--- src/rtl/core/i2cm_pkg.sv ---
`timescale 1ns / 1ps
// ----------------------------------------------------------------------------
// i2cm_pkg
// Shared types, sequence step codes and constants of the I2C master byte engine.
// ----------------------------------------------------------------------------
`default_nettype none

package i2cm_pkg;

  // Command codes
  localparam logic [1:0] CMD_START = 2'd0;
  localparam logic [1:0] CMD_STOP  = 2'd1;
  localparam logic [1:0] CMD_WRITE = 2'd2;
  localparam logic [1:0] CMD_READ  = 2'd3;

  // Sequence step codes
  localparam int          STEP_W    = 5;
  localparam logic [4:0]  ST_IDLE   = 5'd0;
  localparam logic [4:0]  ST_S1     = 5'd1;
  localparam logic [4:0]  ST_S2     = 5'd2;
  localparam logic [4:0]  ST_S3     = 5'd3;
  localparam logic [4:0]  ST_P1     = 5'd4;
  localparam logic [4:0]  ST_P2     = 5'd5;
  localparam logic [4:0]  ST_P3     = 5'd6;
  localparam logic [4:0]  ST_WHI    = 5'd7;
  localparam logic [4:0]  ST_WLO    = 5'd8;
  localparam logic [4:0]  ST_A1     = 5'd9;
  localparam logic [4:0]  ST_A2     = 5'd10;
  localparam logic [4:0]  ST_A3     = 5'd11;
  localparam logic [4:0]  ST_RPRE   = 5'd12;
  localparam logic [4:0]  ST_RHI    = 5'd13;
  localparam logic [4:0]  ST_RLO    = 5'd14;
  localparam logic [4:0]  ST_RGAP   = 5'd15;
  localparam logic [4:0]  ST_K1     = 5'd16;
  localparam logic [4:0]  ST_K2     = 5'd17;
  localparam logic [4:0]  ST_K3     = 5'd18;

  localparam logic [7:0]  MSB_MASK        = 8'h80;
  localparam logic [3:0]  LAST_BIT        = 4'd7;
  localparam logic [3:0]  BITS_PER_BYTE   = 4'd8;
  localparam logic [15:0] PHASE_TICKS_RST = 16'd2;
  localparam int          QUEUE_DEPTH_DEF = 2;

  // One input item
  typedef struct packed {
    logic       tick;
    logic       command_valid;
    logic [1:0] command;
    logic [7:0] write_byte;
    logic       send_ack;
    logic       sda_in;
  } in_item_t;

  // One result item
  typedef struct packed {
    logic       scl_level;
    logic       sda_level;
    logic       ready_res;
    logic       done_res;
    logic [7:0] read_data;
    logic       nack_seen;
  } res_item_t;

  // Classified item, as held in the queue
  typedef struct packed {
    logic             tick;
    logic             load;
    logic [STEP_W-1:0] first_step;
    logic             set_scl;
    logic             scl_val;
    logic             set_sda;
    logic             sda_val;
    logic             set_shift;
    logic [7:0]       shift_val;
    logic             set_ack;
    logic             ack_val;
    logic             sda_in;
  } op_t;

  // Queue status toward the front and back
  typedef struct packed {
    logic full;
    logic empty;
  } q_status_t;

endpackage

`default_nettype wire

--- src/rtl/core/i2cm_front.sv ---
`timescale 1ns / 1ps
// ----------------------------------------------------------------------------
// i2cm_front
// Accepts input items and classifies any command into its first-phase setup.
// ----------------------------------------------------------------------------
`default_nettype none

module i2cm_front (
  input  wire                  item_valid,
  output logic                 item_ready,
  input  i2cm_pkg::in_item_t   item,
  input  i2cm_pkg::q_status_t  q_status,
  output logic                 push,
  output i2cm_pkg::op_t        op
);
  import i2cm_pkg::*;

  assign item_ready = !q_status.full;
  assign push       = item_valid && !q_status.full;

  always_comb begin
    op            = '0;
    op.tick       = item.tick;
    op.load       = item.command_valid;
    op.sda_in     = item.sda_in;
    op.shift_val  = item.write_byte;
    op.ack_val    = item.send_ack;
    unique case (item.command)
      CMD_START: begin
        op.first_step = ST_S1;
        op.set_scl    = 1'b1;
        op.scl_val    = 1'b1;
        op.set_sda    = 1'b1;
        op.sda_val    = 1'b1;
      end
      CMD_STOP: begin
        op.first_step = ST_P1;
        op.set_scl    = 1'b1;
        op.scl_val    = 1'b0;
      end
      CMD_WRITE: begin
        op.first_step = ST_WHI;
        op.set_scl    = 1'b1;
        op.scl_val    = 1'b1;
        op.set_sda    = 1'b1;
        op.sda_val    = |(item.write_byte & MSB_MASK);
        op.set_shift  = 1'b1;
      end
      default: begin
        op.first_step = ST_RPRE;
        op.set_sda    = 1'b1;
        op.sda_val    = 1'b1;
        op.set_shift  = 1'b1;
        op.shift_val  = 8'h00;
        op.set_ack    = 1'b1;
      end
    endcase
  end

endmodule

`default_nettype wire

--- src/rtl/core/i2cm_queue.sv ---
`timescale 1ns / 1ps
// ----------------------------------------------------------------------------
// i2cm_queue
// Short FIFO of classified items between the front and the sequencer.
// ----------------------------------------------------------------------------
`default_nettype none

module i2cm_queue #(
  parameter int DEPTH = i2cm_pkg::QUEUE_DEPTH_DEF
) (
  input  wire                  clk,
  input  wire                  rst,
  input  wire                  push,
  input  i2cm_pkg::op_t        push_op,
  input  wire                  pop,
  output i2cm_pkg::op_t        head,
  output i2cm_pkg::q_status_t  status
);
  import i2cm_pkg::*;

  localparam int PTR_W = (DEPTH > 1) ? $clog2(DEPTH) : 1;
  localparam int CNT_W = $clog2(DEPTH + 1);
  localparam logic [PTR_W-1:0] LAST_PTR = PTR_W'(DEPTH - 1);
  localparam logic [CNT_W-1:0] FULL_CNT = CNT_W'(DEPTH);

  op_t              slots [DEPTH];
  logic [PTR_W-1:0] wr_ptr;
  logic [PTR_W-1:0] rd_ptr;
  logic [CNT_W-1:0] level;
  logic             do_push;
  logic             do_pop;

  assign status.full  = (level == FULL_CNT);
  assign status.empty = (level == '0);
  assign do_push      = push && !status.full;
  assign do_pop       = pop && !status.empty;
  assign head         = slots[rd_ptr];

  always_ff @(posedge clk) begin
    if (do_push) begin
      slots[wr_ptr] <= push_op;
    end
  end

  always_ff @(posedge clk) begin
    if (rst) begin
      wr_ptr <= '0;
      rd_ptr <= '0;
      level  <= '0;
    end else begin
      if (do_push) begin
        wr_ptr <= (wr_ptr == LAST_PTR) ? '0 : wr_ptr + 1'b1;
      end
      if (do_pop) begin
        rd_ptr <= (rd_ptr == LAST_PTR) ? '0 : rd_ptr + 1'b1;
      end
      if (do_push && !do_pop) begin
        level <= level + 1'b1;
      end else if (do_pop && !do_push) begin
        level <= level - 1'b1;
      end
    end
  end

endmodule

`default_nettype wire

--- src/rtl/core/i2cm_seq.sv ---
`timescale 1ns / 1ps
// ----------------------------------------------------------------------------
// i2cm_seq
// Phase sequencer: runs one queued item per cycle into the result register, unless a pending result is not taken.
// ----------------------------------------------------------------------------
`default_nettype none

module i2cm_seq (
  input  wire                  clk,
  input  wire                  rst,
  input  wire                  cfg_we,
  input  wire  [15:0]          cfg_data,
  input  i2cm_pkg::op_t        head,
  input  i2cm_pkg::q_status_t  q_status,
  output logic                 pop,
  output logic                 result_valid,
  input  wire                  result_ready,
  output i2cm_pkg::res_item_t  result
);
  import i2cm_pkg::*;

  logic [15:0]       phase_ticks;
  logic [STEP_W-1:0] step, step_next;
  logic [15:0]       phase_cnt, phase_cnt_next;
  logic [3:0]        bit_cnt, bit_cnt_next;
  logic [7:0]        shreg, shreg_next;
  logic              ack_choice, ack_choice_next;
  logic              nack_flag, nack_flag_next;
  logic              scl, scl_next;
  logic              sda, sda_next;
  logic [7:0]        read_hold, read_hold_next;
  logic              done;

  logic [15:0] limit;
  logic [16:0] cnt_inc;
  logic [3:0]  bit_inc;

  assign pop     = !q_status.empty && (!result_valid || result_ready);
  assign limit   = (phase_ticks == '0) ? 16'd1 : phase_ticks;
  assign cnt_inc = {1'b0, phase_cnt} + 17'd1;
  assign bit_inc = bit_cnt + 4'd1;

  always_comb begin
    step_next       = step;
    phase_cnt_next  = phase_cnt;
    bit_cnt_next    = bit_cnt;
    shreg_next      = shreg;
    ack_choice_next = ack_choice;
    nack_flag_next  = nack_flag;
    scl_next        = scl;
    sda_next        = sda;
    read_hold_next  = read_hold;
    done            = 1'b0;
    if (step == ST_IDLE) begin
      if (head.load) begin
        phase_cnt_next = '0;
        bit_cnt_next   = '0;
        step_next      = head.first_step;
        if (head.set_scl)   scl_next        = head.scl_val;
        if (head.set_sda)   sda_next        = head.sda_val;
        if (head.set_shift) shreg_next      = head.shift_val;
        if (head.set_ack)   ack_choice_next = head.ack_val;
      end
    end else if (head.tick) begin
      phase_cnt_next = cnt_inc[15:0];
      if (cnt_inc >= {1'b0, limit}) begin
        phase_cnt_next = '0;
        unique case (step)
          ST_S1: begin sda_next = 1'b0; step_next = ST_S2; end
          ST_S2: begin scl_next = 1'b0; step_next = ST_S3; end
          ST_S3: begin step_next = ST_IDLE; done = 1'b1; end
          ST_P1: begin sda_next = 1'b0; step_next = ST_P2; end
          ST_P2: begin scl_next = 1'b1; step_next = ST_P3; end
          ST_P3: begin sda_next = 1'b1; step_next = ST_IDLE; done = 1'b1; end
          ST_WHI: begin
            scl_next = 1'b0;
            if (bit_cnt == LAST_BIT) sda_next = 1'b1;
            shreg_next = {shreg[6:0], 1'b0};
            step_next  = ST_WLO;
          end
          ST_WLO: begin
            bit_cnt_next = bit_inc;
            if (bit_inc < BITS_PER_BYTE) begin
              sda_next  = |(shreg & MSB_MASK);
              scl_next  = 1'b1;
              step_next = ST_WHI;
            end else begin
              sda_next  = 1'b1;
              step_next = ST_A1;
            end
          end
          ST_A1: begin scl_next = 1'b1; step_next = ST_A2; end
          ST_A2: begin
            nack_flag_next = head.sda_in;
            scl_next       = 1'b0;
            step_next      = ST_A3;
          end
          ST_A3: begin step_next = ST_IDLE; done = 1'b1; end
          ST_RPRE: begin scl_next = 1'b1; step_next = ST_RHI; end
          ST_RHI: begin
            shreg_next = {shreg[6:0], head.sda_in};
            scl_next   = 1'b0;
            step_next  = ST_RLO;
          end
          ST_RLO: begin
            bit_cnt_next = bit_inc;
            if (bit_inc < BITS_PER_BYTE) begin
              scl_next  = 1'b1;
              step_next = ST_RHI;
            end else begin
              step_next = ST_RGAP;
            end
          end
          ST_RGAP: begin sda_next = !ack_choice; step_next = ST_K1; end
          ST_K1: begin scl_next = 1'b1; step_next = ST_K2; end
          ST_K2: begin scl_next = 1'b0; step_next = ST_K3; end
          ST_K3: begin
            if (ack_choice) sda_next = 1'b1;
            read_hold_next = shreg;
            step_next      = ST_IDLE;
            done           = 1'b1;
          end
          default: step_next = ST_IDLE;  // stray code: back to idle, no done
        endcase
      end
    end
  end

  always_ff @(posedge clk) begin
    if (rst) begin
      phase_ticks <= PHASE_TICKS_RST;
    end else if (cfg_we) begin
      phase_ticks <= cfg_data;
    end
  end

  always_ff @(posedge clk) begin
    if (rst) begin
      step         <= ST_IDLE;
      phase_cnt    <= '0;
      bit_cnt      <= '0;
      shreg        <= '0;
      ack_choice   <= 1'b0;
      nack_flag    <= 1'b0;
      scl          <= 1'b1;
      sda          <= 1'b1;
      read_hold    <= '0;
      result_valid <= 1'b0;
    end else begin
      if (pop) begin
        step         <= step_next;
        phase_cnt    <= phase_cnt_next;
        bit_cnt      <= bit_cnt_next;
        shreg        <= shreg_next;
        ack_choice   <= ack_choice_next;
        nack_flag    <= nack_flag_next;
        scl          <= scl_next;
        sda          <= sda_next;
        read_hold    <= read_hold_next;
        result_valid <= 1'b1;
      end else if (result_ready) begin
        result_valid <= 1'b0;
      end
    end
  end

  always_ff @(posedge clk) begin
    if (pop) begin
      result.scl_level <= scl_next;
      result.sda_level <= sda_next;
      result.ready_res <= (step_next == ST_IDLE);
      result.done_res  <= done;
      result.read_data <= read_hold_next;
      result.nack_seen <= nack_flag_next;
    end
  end

endmodule

`default_nettype wire

--- src/rtl/core/i2c_master_byte_engine.sv ---
`timescale 1ns / 1ps
// ----------------------------------------------------------------------------
// i2c_master_byte_engine
// I2C master bit sequencer: start, stop, write byte and read byte commands.
// ----------------------------------------------------------------------------
// Usage:
//   Every input item is one time slot: a tick flag, an optional command
//   (taken only when the engine is idle), the byte/ack choice and the sampled
//   SDA level. Each accepted item yields exactly one result item with the
//   SCL/SDA drive levels, ready, done pulse, last read byte and NACK flag.
//   Channels are valid/ready; cfg_we/cfg_data write phase_ticks (ticks per
//   phase, 0 acts as 1) and should only be written while idle.
//   Throughput: one item per cycle while results are taken. An accepted
//   item is written into a queue slot, then into the sequencer's result
//   register. The sequencer advances at most one phase per item.
//   When the receiver stalls, the result register holds and the queue
//   between the classifier and the sequencer fills; item_ready drops once it
//   is full, and is high again right after the edge at which a result is
//   taken.
//   Reset (rst, synchronous): queue empty, no result pending, sequencer idle,
//   both lines released high, phase_ticks = 2, read byte and NACK cleared.
// ----------------------------------------------------------------------------
`default_nettype none

module i2c_master_byte_engine #(
  parameter int QUEUE_DEPTH = i2cm_pkg::QUEUE_DEPTH_DEF
) (
  input  wire                  clk,
  input  wire                  rst,
  input  wire                  item_valid,
  output logic                 item_ready,
  input  i2cm_pkg::in_item_t   item,
  output logic                 result_valid,
  input  wire                  result_ready,
  output i2cm_pkg::res_item_t  result,
  input  wire                  cfg_we,
  input  wire  [15:0]          cfg_data
);
  import i2cm_pkg::*;

  q_status_t q_status;
  op_t       push_op;
  op_t       head;
  logic      push;
  logic      pop;

  // Front: accept and classify the command into its first phase
  i2cm_front u_front (
    .item_valid (item_valid),
    .item_ready (item_ready),
    .item       (item),
    .q_status   (q_status),
    .push       (push),
    .op         (push_op)
  );

  // Decoupling queue
  i2cm_queue #(
    .DEPTH (QUEUE_DEPTH)
  ) u_queue (
    .clk     (clk),
    .rst     (rst),
    .push    (push),
    .push_op (push_op),
    .pop     (pop),
    .head    (head),
    .status  (q_status)
  );

  // Back: phase sequencer and result register
  i2cm_seq u_seq (
    .clk          (clk),
    .rst          (rst),
    .cfg_we       (cfg_we),
    .cfg_data     (cfg_data),
    .head         (head),
    .q_status     (q_status),
    .pop          (pop),
    .result_valid (result_valid),
    .result_ready (result_ready),
    .result       (result)
  );

  // A full queue only happens behind a stalled result
  a_full_implies_pending: assert property (@(posedge clk) disable iff (rst)
    !item_ready |-> result_valid)
    else $error("queue full with no result pending");

  // A command finishes only into the idle state
  a_done_is_idle: assert property (@(posedge clk) disable iff (rst)
    (result_valid && result.done_res) |-> result.ready_res)
    else $error("done without ready");

  // A pop always loads the result register
  a_pop_loads: assert property (@(posedge clk) disable iff (rst)
    pop |=> result_valid)
    else $error("popped item lost");

  // Sequencer never pops an empty queue
  a_pop_nonempty: assert property (@(posedge clk) disable iff (rst)
    pop |-> !q_status.empty)
    else $error("pop from empty queue");

endmodule

`default_nettype wire

--- config.mk ---
export PLATFORM = sky130hd
export DESIGN_NAME = i2c_master_byte_engine
export DESIGN_NICKNAME = d
export VERILOG_FILES = /design/src/rtl/core/i2cm_pkg.sv /design/src/rtl/core/i2cm_front.sv /design/src/rtl/core/i2cm_queue.sv /design/src/rtl/core/i2cm_seq.sv /design/src/rtl/core/i2c_master_byte_engine.sv
export SDC_FILE = /design/constraint.sdc
export NUM_CORES = 1
export LEC_CHECK = 0
export BUFFER_PORTS_ARGS = -buffer_cell sky130_fd_sc_hd__buf_2
export CORE_MARGIN = 10
export CORE_UTILIZATION = 55
export DETAILED_ROUTE_END_ITERATION = 10
export PLACE_DENSITY_LB_ADDON = 0.15
export SETUP_SLACK_MARGIN = 0.1
export SLEW_MARGIN = 20
export SYNTH_ARGS = -nofsm -noshare
export SYNTH_HDL_FRONTEND = slang
export SYNTH_SLANG_ARGS = --single-unit
--- constraint.sdc ---
create_clock -name clk -period 4.7 [get_ports clk]
set_input_delay 0.47 -clock clk [delete_from_list [all_inputs] [get_ports clk]]
set_output_delay 0.47 -clock clk [all_outputs]
set_load 0.02 [all_outputs]
# Yosys cells after proc, flatten, opt, wreduce, memory -nomap -nowiden
# Memories as Yosys holds them, arrays and structs flattened. A register that Yosys moved wholly into a read port is not among the register bits.
# Cells that the tools add are included.
# totals
reg_bits,79
mem_bits_rw,44
in_bits,35
output_inout_bits,15
elab_cells,155
n_memories,1
# memory_table
memory,words,word_bits,read_ports,rd_clocked_by_memory_dff,write_ports,line,source
u_queue.slots,2,22,1,1,1,i2cm_queue.sv:26,op_t slots [DEPTH];
# op_classes
add_sub_neg,6
order_cmp,2
eq_ne,24
n_mux,63
bitwise_logic,2
n_reduce_logical,37
# op_table
operator,n
16-bit two-way mux,5
8-bit two-way mux,9
5-bit case mux with 14 select lines,1
"5-bit by 4-bit == test with 1-bit output, second input constant",8
1-bit two-way mux,28
4-bit two-way mux,6
"5-bit by 3-bit == test with 1-bit output, second input constant",4
5-bit two-way mux,4
"16-bit by 1-bit adder with 17-bit output, second input constant",1
17-bit by 16-bit greater-or-equal comparator with 1-bit output,1
16-bit zero test,1
8-bit case mux with 2 select lines,1
"5-bit == test, second input constant",3
4-bit case mux with 3 select lines,1
"5-bit by 2-bit == test with 1-bit output, second input constant",2
5-bit zero test,2
2-bit nonzero test,5
9-bit two-way mux,1
2-bit case mux with 2 select lines,2
2-bit OR reduction,4
4-bit OR reduction,2
1-bit logical AND,6
1-bit zero test,6
2-bit two-way mux,3
22 further kinds,28

# Logic depth before layout (Yosys ltp)
# Gate-level depths: netlist of run 1.
# depth
ltp_word,8
ltp_mapped,18
depth_no_buf,15

# Modules after synthesis
# A second synthesis of run 1 with hierarchy kept.
# unflattened
cells_unflattened,616
hier_area_um2,6292.3
# by_module_without_submodules
mod,instances,cells_each,area_each_um2,seq_area_each_um2
i2cm_seq,1,493,4265.3,1631.6
i2cm_queue,1,96,1868.0,1481.4
i2cm_front,1,27,158.9,0.0

# Least setup slack after synthesis of run 1
# OpenSTA, ideal clock, no wires.
# synth_path
kind,register -> register
start,register u_seq.phase_cnt[0]
end,"register, netlist name u_seq.result[1]"
setup_time_ps,260
t_arrival_ps,3412
required_time_ps,4440
setup_slack_ps,1029
path_stages_with_launch,16
path_buffers,1
synth_period_minus_slack_ps,3671
path_cell_list,dfxtp_1 ha_1 nand3_4 nor3_4 nand3_1 nor2_1 xor2_1 ha_1 and4_1 nand2_1 o211ai_1 o21ai_0 a21o_1 buf_6 nor3_2 mux2_2
# synth_between
elab_chain_len,5
# synth_lines
item,line,source
from (decl),i2cm_seq.sv:24,"logic [15:0] phase_cnt, phase_cnt_next;"
from (signal assigned),i2cm_seq.sv:152,phase_cnt <= phase_cnt_next;
16-bit by 1-bit adder with 17-bit output,i2cm_seq.sv:40,"assign cnt_inc = {1'b0, phase_cnt} + 17'd1;"
17-bit by 16-bit greater-or-equal comparator with 1-bit output,i2cm_seq.sv:66,"if (cnt_inc >= {1'b0, limit}) begin"
8-bit two-way mux,i2cm_seq.sv:66,
8-bit two-way mux,i2cm_seq.sv:64,end else if (head.tick) begin
8-bit two-way mux,i2cm_seq.sv:54,if (step == ST_IDLE) begin
net u_seq.read_hold_next[0],i2cm_seq.sv:31,"logic [7:0] read_hold, read_hold_next;"
# The timed path passes the listed nets, and every way through them passes these cells.
# A chain may end at the register's enable or synchronous reset.

# Worst setup path after layout of run 1
# layout_path
start,register u_seq.phase_cnt[0]
end,"register, netlist name u_seq.result[2]"
# layout_between
elab_chain_len,5
# layout_lines
item,line
16-bit by 1-bit adder with 17-bit output,i2cm_seq.sv:40
17-bit by 16-bit greater-or-equal comparator with 1-bit output,i2cm_seq.sv:66
8-bit two-way mux,i2cm_seq.sv:66
8-bit two-way mux,i2cm_seq.sv:64
8-bit two-way mux,i2cm_seq.sv:54
net u_seq.read_hold_next[1],i2cm_seq.sv:31
# The timed path passes the listed nets, and every way through them passes these cells.

==> out/metrics.yaml, run 1 <==
clock-root-buffer: "clkbuf_8"
hold_path.class: "input port to flip-flop"
portBuffers: 49
ctsHtreeMaxLevel: 4
total_power_uw: 4090
die_w_um: 124
async_flop_share: 0
grt_pass1_wl_um: 21600
critPathArrivalTime_ps: 4420
vias_per_cell: 5.59
status: "finished, final reports clean"
synth_edf_count: 55
critPathMaxFanout: 8
fin_tns_setup_ps: 0
core.rowCount: 38
syn_inst: 593
die_h_um: 124
final_cell_mix: "70 x nor2_1, 67 x dfxtp_1, 55 x edfxtp_1"
timing.rr.start: "u_seq.phase_cnt[0]$_SDFFE_PP0P_"
layout_commonest_cell: "nor2_1"
cts_tree: "built"
syn_to_final_growth_pct: 16.3
rrSetupSlack_ps: 550
clk_pin_slew_ps: 60
hold_path_end: "u_queue.slots[1][1]$_DFFE_PP_"
yosys.area.top_type: "edfxtp_1"
synthFlopType: "dfxtp_1"
die-area_mm2: 0.0155
grt_pass1_vias: 4397
start_kind: "flip-flop"
clock_latency_ps: 530
cp-end-kind: "flip-flop"
drive_gt1_frac: 0.173
p_leak_uw: 0.00273
synth.avg_cell_area_um2: 10.1
routed_wl_um: 12900
r2r_cells: 14
rsz0062_at_grt: "no"
finalSetupViolCount: 0
ioPinCount: 50
synthesis.nets: 647
r2r_end: "u_seq.result[2]$_DFFE_PP_"
synth-seq-cells: 122
synth_top_area_share: 0.275
holdCritStartpoint: "item[1]"
fin_skew_ps: 12.6
peakVddDrop_mv: 0.495
start_util: 0.559
max_freq_ghz: 0.241
netlist_top_cells_area: "edfxtp_1 28%, dfxtp_1 22%, mux2i_1 7.2%"
place_hpwl_um: 8980
period_needed_ps: 4150
drv_slew: 0
vias: 4392
grt_usage: 0.168
yosys_warnings: 0
wl_per_cell_um: 16.4
antennaDiodeCount: 0
synth_area_mm2: 0.00600
hold_slack_ps: 130
ys_seq_area_frac: 0.499
numCtsBuffers: 17
synth.distinct_cells: 59
tightest_slew_ps: 946
hold_buffers: 0
first_pass_iters: 5
hold_depth: 1
relSlewSlack: 0.370
crit_type: "flip-flop to flip-flop"
max-cap-violations: 0
grt_max_degree: 59
powerDensity_mw_per_mm2: 586
overflow: 0
core_area_mm2: 0.0107
gp_congestion: 0.857
drc: 0
worstPathRequired_ps: 4970
postRouteAntennaNets: 0
fin_crit_sh: 0.883
cts_buffer_depth: 2
hold_viol: 0
cts_sinks: 122
antenna_found_initial: 0
nets: 687
drt_iter0_markers: 347
[critical path, cell delays in order, from the launching register on]
cell and delay, ps:
dfxtp_1 430, ha_1 290, nand3_4 130, nor3_4 300, nand3_1 200, nor2_2 190, xor2_1 90, ha_1 320
and4_1 230, nand2_1 90, nor3_1 200, o21ai_0 130, a21o_2 310, nor3_2 570, mux2_2 420
[how the worst max path moves through the flow]
stage | start | end | slack [ps] | cells past startpoint
after floorplan | u_seq.phase_cnt[0]$_SDFFE_PP0P_ | u_seq.result[1]$_DFFE_PP_ | 1030 | 15
after global placement | u_seq.phase_cnt[0]$_SDFFE_PP0P_ | u_seq.result[4]$_DFFE_PP_ | 700 | 14
after detailed placement | u_seq.phase_cnt[0]$_SDFFE_PP0P_ | u_seq.result[8]$_DFFE_PP_ | 490 | 14
after CTS | u_seq.phase_cnt[0]$_SDFFE_PP0P_ | u_seq.result[2]$_DFFE_PP_ | 490 | 14
after global routing | u_seq.phase_cnt[0]$_SDFFE_PP0P_ | u_seq.result[10]$_DFFE_PP_ | 140 | 16
final | u_seq.phase_cnt[0]$_SDFFE_PP0P_ | u_seq.result[2]$_DFFE_PP_ | 550 | 14
[final cells by class]
type / instances / area, um2
clock inverter: 15 / 224
tap: 140 / 175
timing repair buffer: 57 / 305
inverter: 27 / 101
sequential: 122 / 2990
clock buffer: 17 / 414
multi-input combinational: 408 / 2770
fill: 887 / 3760
[Yosys cell counts (all sizes together), types with 3 or more instances]
library cell and n:
clkbuf 28, nor2 72, and3 6, a41oi 3, a21oi 33, a311oi 8
edfxtp 55, nand2 50, a21o 4, dfxtp 67, nand3 11, nor4 8
xor2 20, ha 19, nand2b 8, mux2i 43, a31oi 3, o211ai 4
nor3 15, a211o 7, xnor2 11, buf 8, and2 10, o21ai 13
o21a 5, nor2b 3, inv 27, mux2 15, o22ai 7, a211oi 3
[metrics by stage]
| stage | util | setup slack, ps | std cells | instance area (um2) |
|---|---|---|---|---|
| floorplan | - | 1030 | 593 | 6000 |
| global placement | 0.590 | 695 | 754 | 6340 |
| detailed placement | 0.590 | 493 | 754 | 6340 |
| CTS | 0.650 | 486 | 786 | 6980 |
| global route | 0.650 | 136 | 786 | 6980 |
| finish | 0.650 | 551 | 786 | 6980 |
[cell families (layout without fill, tap and decap cells)]
logic type      count (synthesis)  after routing  share of synthesized area
flops                         122            122                      0.499
fa+ha+maj                      19             19                     0.0396
xor+xnor                       31             31                     0.0452
mux                            58             58                     0.0998
compound gates                105            105                      0.118
simple gates                  195            195                      0.158
buf+inv                        63            116                     0.0417
[state kept, by name, indices dropped and copies added (netlist names), named ones only]
signal,count
u_seq.sda,1
u_seq.nack_flag,1
u_seq.phase_cnt,16
u_seq.phase_ticks,16
u_queue.rd_ptr,1
u_queue.wr_ptr,1
u_seq.result,13
u_seq.result_valid,1
u_seq.bit_cnt,4
u_queue.slots,42
u_seq.shreg,8
u_queue.level,2
u_seq.ack_choice,1
u_seq.step,5
u_seq.read_hold,8
u_seq.scl,1
[where the power goes]
group / total, uW / leakage, uW / internal [uW] / switching, uW
logic: 1230 / 0.00136 / 437 / 793
clock network: 1390 / 0.000300 / 914 / 477
registers: 1470 / 0.00106 / 1310 / 159
total: 4090 / 0.00273 / 2660 / 1430
[what timing repair did]
action / CTS / global route
gates resized for setup: 0 / 2
buffers inserted: 0 / 0
setup endpoints to repair: 0 / 10
[metal layers]
layer | global-route usage | share of wire | up-vias
li1 | - | - | 2204
met1 | 0.198 | 0.45 | 2075
met2 | 0.279 | 0.49 | 97
met3 | 0.0502 | 0.040 | 16
met4 | 0.0685 | 0.016 | 0
met5 | 0 | 0 | -
No activity file was read; power rests on OpenSTA's default activity.
==> run 2, diff against run 1 <==
SYNTH_HIERARCHICAL = 1   (was default)
==> run 2 against run 1 <==
Power decreased by 3.1%; via count increased by 6.0%; register-to-register slack improved by 30 ps; setup slack improved by 28 ps; worst hold slack improved by 120 ps; sequential power increased by 4%; synthesized cell count increased by 3.9%; clock skew decreased by 2.7 ps; routed wire length increased by 5.5%; largest cell class unchanged; highest routed layer unchanged.
==> out/metrics.yaml, run 2 <==
final_cell_mix: "73 x nor2_1, 67 x dfxtp_1, 59 x edfxtp_1"
synthesis.nets: 670  # +3.6%
drive_gt1_frac: 0.206  # +0.0326
synth_top_family_by_area: "simple AND/OR/NAND/NOR gates"
drt_iter0_markers: 340  # -2.0%
ctsHtreeMaxLevel: 4  # unchanged
p_leak_uw: 0.00277  # +1.5%
critPathArrivalTime_ps: 4400  # -20 ps
first_pass_iters: 5  # unchanged
cts_resized: 0  # unchanged
vias_per_cell: 5.76  # +3.1%
synth_edf_count: 59  # +7.3%
syn_to_final_growth_pct: 12.9
synth_area_mm2: 0.00629  # +4.8%
core.rowCount: 39  # +2.6%
total_power_uw: 3960  # -3.1%
peakVddDrop_mv: 0.399  # -19%
finalSetupViolCount: 0  # unchanged
cts_sinks: 126  # +3.3%
yosys_warnings: 6  # +6
clock-root-buffer: "clkbuf_16"
synth_top_area_share: 0.282  # +0.00645
synth-simple-area-share: 0.166  # +0.00827
gp_congestion: 0.904  # +5.6%
timing.rr.start: "u_seq/phase_cnt[7]$_SDFFE_PP0P_"
fin_tns_setup_ps: 0  # unchanged
clk_pin_slew_ps: 60  # about the same
max_freq_ghz: 0.243  # +0.68%
portBuffers: 49  # unchanged
synth.avg_cell_area_um2: 10.2  # +0.90%
routed_wl_um: 13600  # +5.5%
critPathTopFamily: "simple AND/OR/NAND/NOR gates"
nets: 706  # +2.8%
fin_crit_sh: 0.877  # -0.00594
synth-adder-area-share: 0.0378  # -0.00182
grt_pass1_vias: 4631  # +5.3%
r2r_end: "u_seq/read_hold[4]$_SDFFE_PP0P_"
drc: 0  # unchanged
slowest_stage: "a21oi_2"
hold_path.class: "input port to flip-flop"
r2r_cells: 13  # -1
hold_depth: 1  # unchanged
max-cap-violations: 0  # unchanged
grt_usage: 0.171  # +0.00281
top_register: "u_queue/slots"
powerDensity_mw_per_mm2: 557  # -4.8%
nFillCells: 966  # +8.9%
slowest_delay_ps: 540  # -30 ps
largest_reg_flops: 46  # +9.5%
async_flop_share: 0  # unchanged
vias: 4657  # +6.0%
synth_common_cells: "73 x nor2_1, 67 x dfxtp_1, 59 x edfxtp_1, 42 x nand2_1, 31 x a21oi_1"
worstPathRequired_ps: 4980  # about the same
numCtsBuffers: 17  # unchanged
cp-end-kind: "flip-flop"
ioPinCount: 50  # unchanged
relSlewSlack: 0.382  # +0.0127
synth.distinct_cells: 71  # +20%
synth_compound_area_frac: 0.121  # +0.00375
drv_slew: 0  # unchanged
overflow: 0  # unchanged
hold_path_end: "u_queue/slots[1][0]$_DFFE_PP_"
rrSetupSlack_ps: 580  # +30 ps
yosys.area.top_type: "edfxtp_1"
netlist_top_cells_area: "edfxtp_1 28%, dfxtp_1 21%, mux2_2 5.2%"
critPathMaxFanout: 12  # +4
die_w_um: 127  # +2.0%
cts_setup_buffers: 0  # unchanged
synth_xor_xnor_area_share: 0.0306  # -0.0146
worst-path-buf-inv: 0  # unchanged
clock_latency_ps: 410  # -120 ps
grt_pass1_wl_um: 22300  # +3.3%
period_needed_ps: 4120  # -27.9 ps
largestRegisters: "u_queue/slots (46), u_seq/phase_cnt (16), u_seq/phase_ticks (16)"
start_kind: "flip-flop"
layout_commonest_cell: "nor2_1"
ys_seq_area_frac: 0.495  # -0.00381
tightest_slew_ps: 922  # -24.0 ps
holdCritStartpoint: "item[0]"
cts_tree: "built"
seqCellArea_mm2: 0.00311  # +4.0%
syn_inst: 616  # +3.9%
status: "finished, final reports clean"
die_h_um: 127  # +2.0%
postRouteAntennaNets: 0  # unchanged
cts_buffer_depth: 2  # unchanged
fin_skew_ps: 9.94  # -2.67 ps
antenna_found_initial: 0  # unchanged
synth.most_common_cell: "nor2_1"
hold_viol: 0  # unchanged
start_util: 0.556  # -0.00287
crit_type: "flip-flop to flip-flop"
synth-seq-cells: 126  # +3.3%
crit_chain: "nand3_1 -> nor4_2 -> and3_1 -> xor2_1 -> ha_1 -> nand4_1 -> nor4_1 -> o21bai_1 -> and2_1 -> a21oi_2 -> nand3_2 -> mux2i_1 -> nor2_1"
place_hpwl_um: 9540  # +6.2%
grt_max_degree: 59  # unchanged
die-area_mm2: 0.0161  # +4.0%
synthFlopType: "dfxtp_1"
rsz0062_at_grt: "no"
wl_per_cell_um: 16.8  # +2.6%
antennaDiodeCount: 0  # unchanged
core_area_mm2: 0.0113  # +5.4%
multi_input_area_mm2: 0.00288  # +4.1%
hold_buffers: 0  # unchanged
synthMuxAreaShare: 0.102  # +0.00218
==> run 2: cell families (layout without fill, tap and decap cells) <==
kind of cell    count (synthesis)  after routing
other cells                     1              1
fa+ha+maj                      19             19
mux                            60             60
simple gates                  207            207
flops                         126            126
xor+xnor                       22             22
buf+inv                        68            117
compound gates                113            113
==> run 2: how the worst max path moves through the flow <==
stage	startpoint	end	slack [ps]	cells after the start
finish	u_seq/phase_cnt[7]$_SDFFE_PP0P_	u_seq/read_hold[4]$_SDFFE_PP0P_	580	13
global route	u_seq/phase_cnt[7]$_SDFFE_PP0P_	u_seq/read_hold[4]$_SDFFE_PP0P_	240	13
CTS	u_seq/phase_cnt[6]$_SDFFE_PP0P_	u_seq/read_hold[4]$_SDFFE_PP0P_	610	13
detailed placement	u_seq/phase_cnt[6]$_SDFFE_PP0P_	u_seq/read_hold[2]$_SDFFE_PP0P_	680	13
global placement	u_seq/phase_cnt[6]$_SDFFE_PP0P_	u_seq/shreg[3]$_SDFFE_PP0P_	870	13
floorplan	u_seq/phase_cnt[6]$_SDFFE_PP0P_	u_seq/shreg[5]$_SDFFE_PP0P_	1360	14
==> run 2: cell type report <==
cell class / instances / share of cell area
clock buffers: 22 / 0.0667
clock inverters: 10 / 0.00915
inverters: 33 / 0.0174
multi-input cells: 422 / 0.406
flip-flops and latches: 126 / 0.438
well taps: 143 / 0.0252
repair buffers: 52 / 0.0377
==> run 2: through the flow <==
| stage | setup WS (ps) | hold slack [ps] | utilization | std cells | area [um2] |
|---|---|---|---|---|---|
| after global routing | 241 | 228 | 0.628 | 808 | 7110 |
| after CTS | 609 | 227 | 0.628 | 808 | 7110 |
| after floorplan | 1360 | 452 | - | 616 | 6290 |
| final | 579 | 246 | 0.628 | 808 | 7110 |
| after detailed placement | 683 | 479 | 0.580 | 776 | 6570 |
| after global placement | 872 | 469 | 0.580 | 776 | 6570 |
==> run 2: power by group <==
| part | switching (uW) | total [uW] | internal (uW) |
|---|---|---|---|
| logic | 826 | 1260 | 434 |
| clock network | 456 | 1170 | 711 |
| registers | 162 | 1530 | 1370 |
| total | 1440 | 3960 | 2520 |
==> run 2: routing by layer <==
| layer | global-route usage | vias up | part of all wire |
|---|---|---|---|
| met5 | 0 | - | 0 |
| met4 | 0.0676 | 0 | 0.020 |
| met3 | 0.0575 | 25 | 0.054 |
| met2 | 0.291 | 139 | 0.50 |
| met1 | 0.193 | 2210 | 0.42 |
| li1 | - | 2283 | - |
==> run 3, diff against run 2 <==
ABC_AREA = 1   (was default)
==> run 3 against run 2 <==
Area after synthesis rose by 4.2%; setup slack improved by 770 ps; clock-buffer cell count decreased by 4; fmax rose by 23%; largest power group unchanged; combinational power rose by 28%; sequential share of layout area down 2.3 points; flip-flop and latch count unchanged.
==> out/metrics.yaml, run 3 <==
worstPathRequired_ps: 4950  # -30 ps
peakVddDrop_mv: 0.396  # -0.72%
clock_latency_ps: 420  # about the same
synthFlopType: "dfxtp_1"
start_kind: "flip-flop"
synth.most_common_cell: "nand2_1"
largestRegisters: "u_queue/slots (46), u_seq/phase_cnt (16), u_seq/phase_ticks (16)"
cts_setup_buffers: 0  # unchanged
async_flop_share: 0  # unchanged
antenna_found_initial: 0  # unchanged
drt_iter0_markers: 420  # +24%
grt_max_degree: 40  # -32%
clock_power_share: 0.309  # +0.014
slowest_stage: "dfxtp_1"
first_pass_iters: 5  # unchanged
finalSetupViolCount: 0  # unchanged
synth_area_mm2: 0.00656  # +4.2%
grt_pass1_wl_um: 23500  # +5.4%
hold_slack_ps: 243  # -3.20 ps
core_area_mm2: 0.0116  # +2.2%
netlist_top_cells_area: "edfxtp_1 27%, dfxtp_1 20%, nand2_1 9.4%"
synth_top_area_share: 0.270  # -0.0114
wl_per_cell_um: 15.2  # -9.5%
period_needed_ps: 3360  # -766 ps
slowest_delay_ps: 430  # -110 ps
intPower_uw: 2960  # +18%
core.rowCount: 39  # unchanged
clk_pin_slew_ps: 50  # about the same
cts_resized: 0  # unchanged
final_cell_mix: "164 x nand2_1, 79 x inv_1, 67 x nor2_1, 67 x dfxtp_1, 59 x edfxtp_1"
synth-seq-cells: 126  # unchanged
largest_reg_flops: 46  # unchanged
hold_buffers: 0  # unchanged
ctsHtreeMaxLevel: 4  # unchanged
critPathMaxFanout: 10  # -2
worst-path-buf-inv: 1  # +1
overflow: 0  # unchanged
ioPinCount: 50  # unchanged
numCtsBuffers: 17  # unchanged
hold_path.class: "input port to flip-flop"
synthesis.nets: 806  # +20%
powerDensity_mw_per_mm2: 622  # +12%
fin_crit_sh: 0.714  # -0.163
pwr-share-seq: 0.346  # -0.041
total_power_uw: 4670  # +18%
cts_buffer_depth: 2  # unchanged
drive_gt1_frac: 0.219  # +0.0130
max-cap-violations: 0  # unchanged
critPathTopFamily: "simple AND/OR/NAND/NOR gates"
die_w_um: 129  # +1.8%
cts_tree: "built"
clock-root-buffer: "clkbuf_16"
fin_skew_ps: 7.15  # -2.79 ps
vias: 4995  # +7.3%
pwr-share-comb: 0.345  # +0.027
postRouteAntennaNets: 0  # unchanged
crit_chain: "ha_1 -> nand2_2 -> nor2_4 -> nand2_1 -> nor2_1 -> nand3_1 -> xor2_1 -> inv_1 -> ha_1 -> a21oi_1 -> o21bai_1 -> nor2_1 -> nand3_4 -> nand3_4 -> nor2_1 -> nor2_1 -> nand3_1 -> nor2_1"
cts_sinks: 126  # unchanged
cp-end-kind: "flip-flop"
synth.distinct_cells: 48  # -32%
yosys_warnings: 6  # unchanged
finalInstanceArea_mm2: 0.00751  # +5.6%
hold_viol: 0  # unchanged
drc: 0  # unchanged
nFillCells: 953  # -1.3%
tightest_slew_ps: 1010  # +88.2 ps
postPlaceCellArea_mm2: 0.00686  # +4.4%
p_switching_uw: 1710  # +18%
portBuffers: 49  # unchanged
fin_tns_setup_ps: 0  # unchanged
yosys.area.top_type: "edfxtp_1"
layout_commonest_cell: "nand2_1"
status: "finished, final reports clean"
switching_share: 0.366  # +0.00113
vias_per_cell: 5.25  # -8.9%
top_register: "u_queue/slots"
die_h_um: 129  # +1.8%
die-area_mm2: 0.0167  # +3.5%
synth_edf_count: 59  # unchanged
start_util: 0.567  # +0.0112
nets: 849  # +20%
syn_inst: 752  # +22%
drv_slew: 0  # unchanged
crit_type: "flip-flop to flip-flop"
p_leak_uw: 0.00331  # +20%
antennaDiodeCount: 0  # unchanged
rsz0062_at_grt: "no"
ys_seq_area_frac: 0.475  # -0.0200
critPathMostFrequentCell: "nor2_1"
place_hpwl_um: 9980  # +4.6%
routed_wl_um: 14500  # +6.6%
grt_pass1_vias: 4965  # +7.2%
max_freq_ghz: 0.298  # +23%
synth.avg_cell_area_um2: 8.72  # -15%
syn_to_final_growth_pct: 14.5
relSlewSlack: 0.326  # -0.0564
synth_common_cells: "164 x nand2_1, 79 x inv_1, 69 x nor2_1, 67 x dfxtp_1, 59 x edfxtp_1"
grt_usage: 0.177  # +0.00587
critPathArrivalTime_ps: 3610  # -790 ps
gp_congestion: 0.908  # +0.46%
-- run 3: cell types whose count changed after synthesis, sizes merged, moves of 8 or more --
cell | before | now
xnor2 | 12 | 2
nor3 | 15 | 5
mux2i | 27 | 0
inv | 32 | 88
nor2 | 74 | 85
nand2 | 46 | 184
nand3 | 25 | 46
o21ai | 25 | 42
and2 | 11 | 1
mux2 | 33 | 25
a311oi | 11 | 0
a21oi | 32 | 55
-- run 3: worst paths after layout --
| path | startpoint | to | slack, ps | cells after the start |
|---|---|---|---|---|
| setup / recovery | u_seq/phase_cnt[0]$_SDFFE_PP0P_ | u_seq/result[10]$_DFFE_PP_ | 1340 | 18 |
| hold / removal | item[12] | u_queue/slots[0][21]$_DFFE_PP_ | 240 | 1 |
| setup reg to reg | u_seq/phase_cnt[0]$_SDFFE_PP0P_ | u_seq/result[10]$_DFFE_PP_ | 1340 | 18 |
| hold reg to reg | u_seq/phase_ticks[2]$_SDFFE_PP0P_ | u_seq/phase_ticks[2]$_SDFFE_PP0P_ | 490 | 2 |
-- run 3: cell families after synthesis --
| group | count (synthesis) | synth area share |
|---|---|---|
| and+or+nand+nor | 333 | 0.239 |
| AOI/OAI and AO/OA | 113 | 0.106 |
| buffers and inverters | 118 | 0.0782 |
| DFF | 126 | 0.475 |
| other | 1 | 0.000572 |
| muxes | 25 | 0.0429 |
| xor gates and xnor gates | 17 | 0.0227 |
| adders and majority gates | 19 | 0.0363 |
-- run 3: per-layer routing --
metal,part of all wire,vias to the layer above,track usage
met5,0,-,0
met4,0.014,0,0.0662
met3,0.048,18,0.0518
met2,0.49,93,0.291
met1,0.45,2321,0.215
li1,-,2563,-
-- run 3: cell type report --
cell class | count | area [um2] | share of cell area
clock inverters | 14 | 221 | 0.0295
multi-input cells | 508 | 2940 | 0.392
clock buffers | 18 | 429 | 0.0572
well taps | 143 | 179 | 0.0238
flip-flops and latches | 126 | 3110 | 0.415
repair buffers | 53 | 275 | 0.0367
inverters | 89 | 344 | 0.0458
-- run 3: worst reg2reg max path, delay by kind of cell, from the launching register on --
family / cells / cell delay, ps
DFF: 1 / 430
buffers and inverters: 1 / 100
adders and majority gates: 2 / 540
and+or+nand+nor: 12 / 1760
xor gates and xnor gates: 1 / 150
AOI/OAI and AO/OA: 2 / 230
-- run 3: metrics by stage --
step	cells	worst slack, ps	util
6_report	951	1340	0.649
5_1_grt	951	1080	0.649
4_1_cts	951	1370	0.649
3_5_place_dp	919	1400	0.593
3_3_place_gp	919	1470	0.593
2_1_floorplan	752	1880	-
-- run 3: power groups by stage --
stage	registers (uW)	logic, uW	clock network (uW)
2_1_floorplan	1650	1220	0
3_3_place_gp	1630	1570	0
3_5_place_dp	1640	1600	0
4_1_cts	1620	1610	1470
5_1_grt	1640	1800	1520
6_report	1620	1610	1440
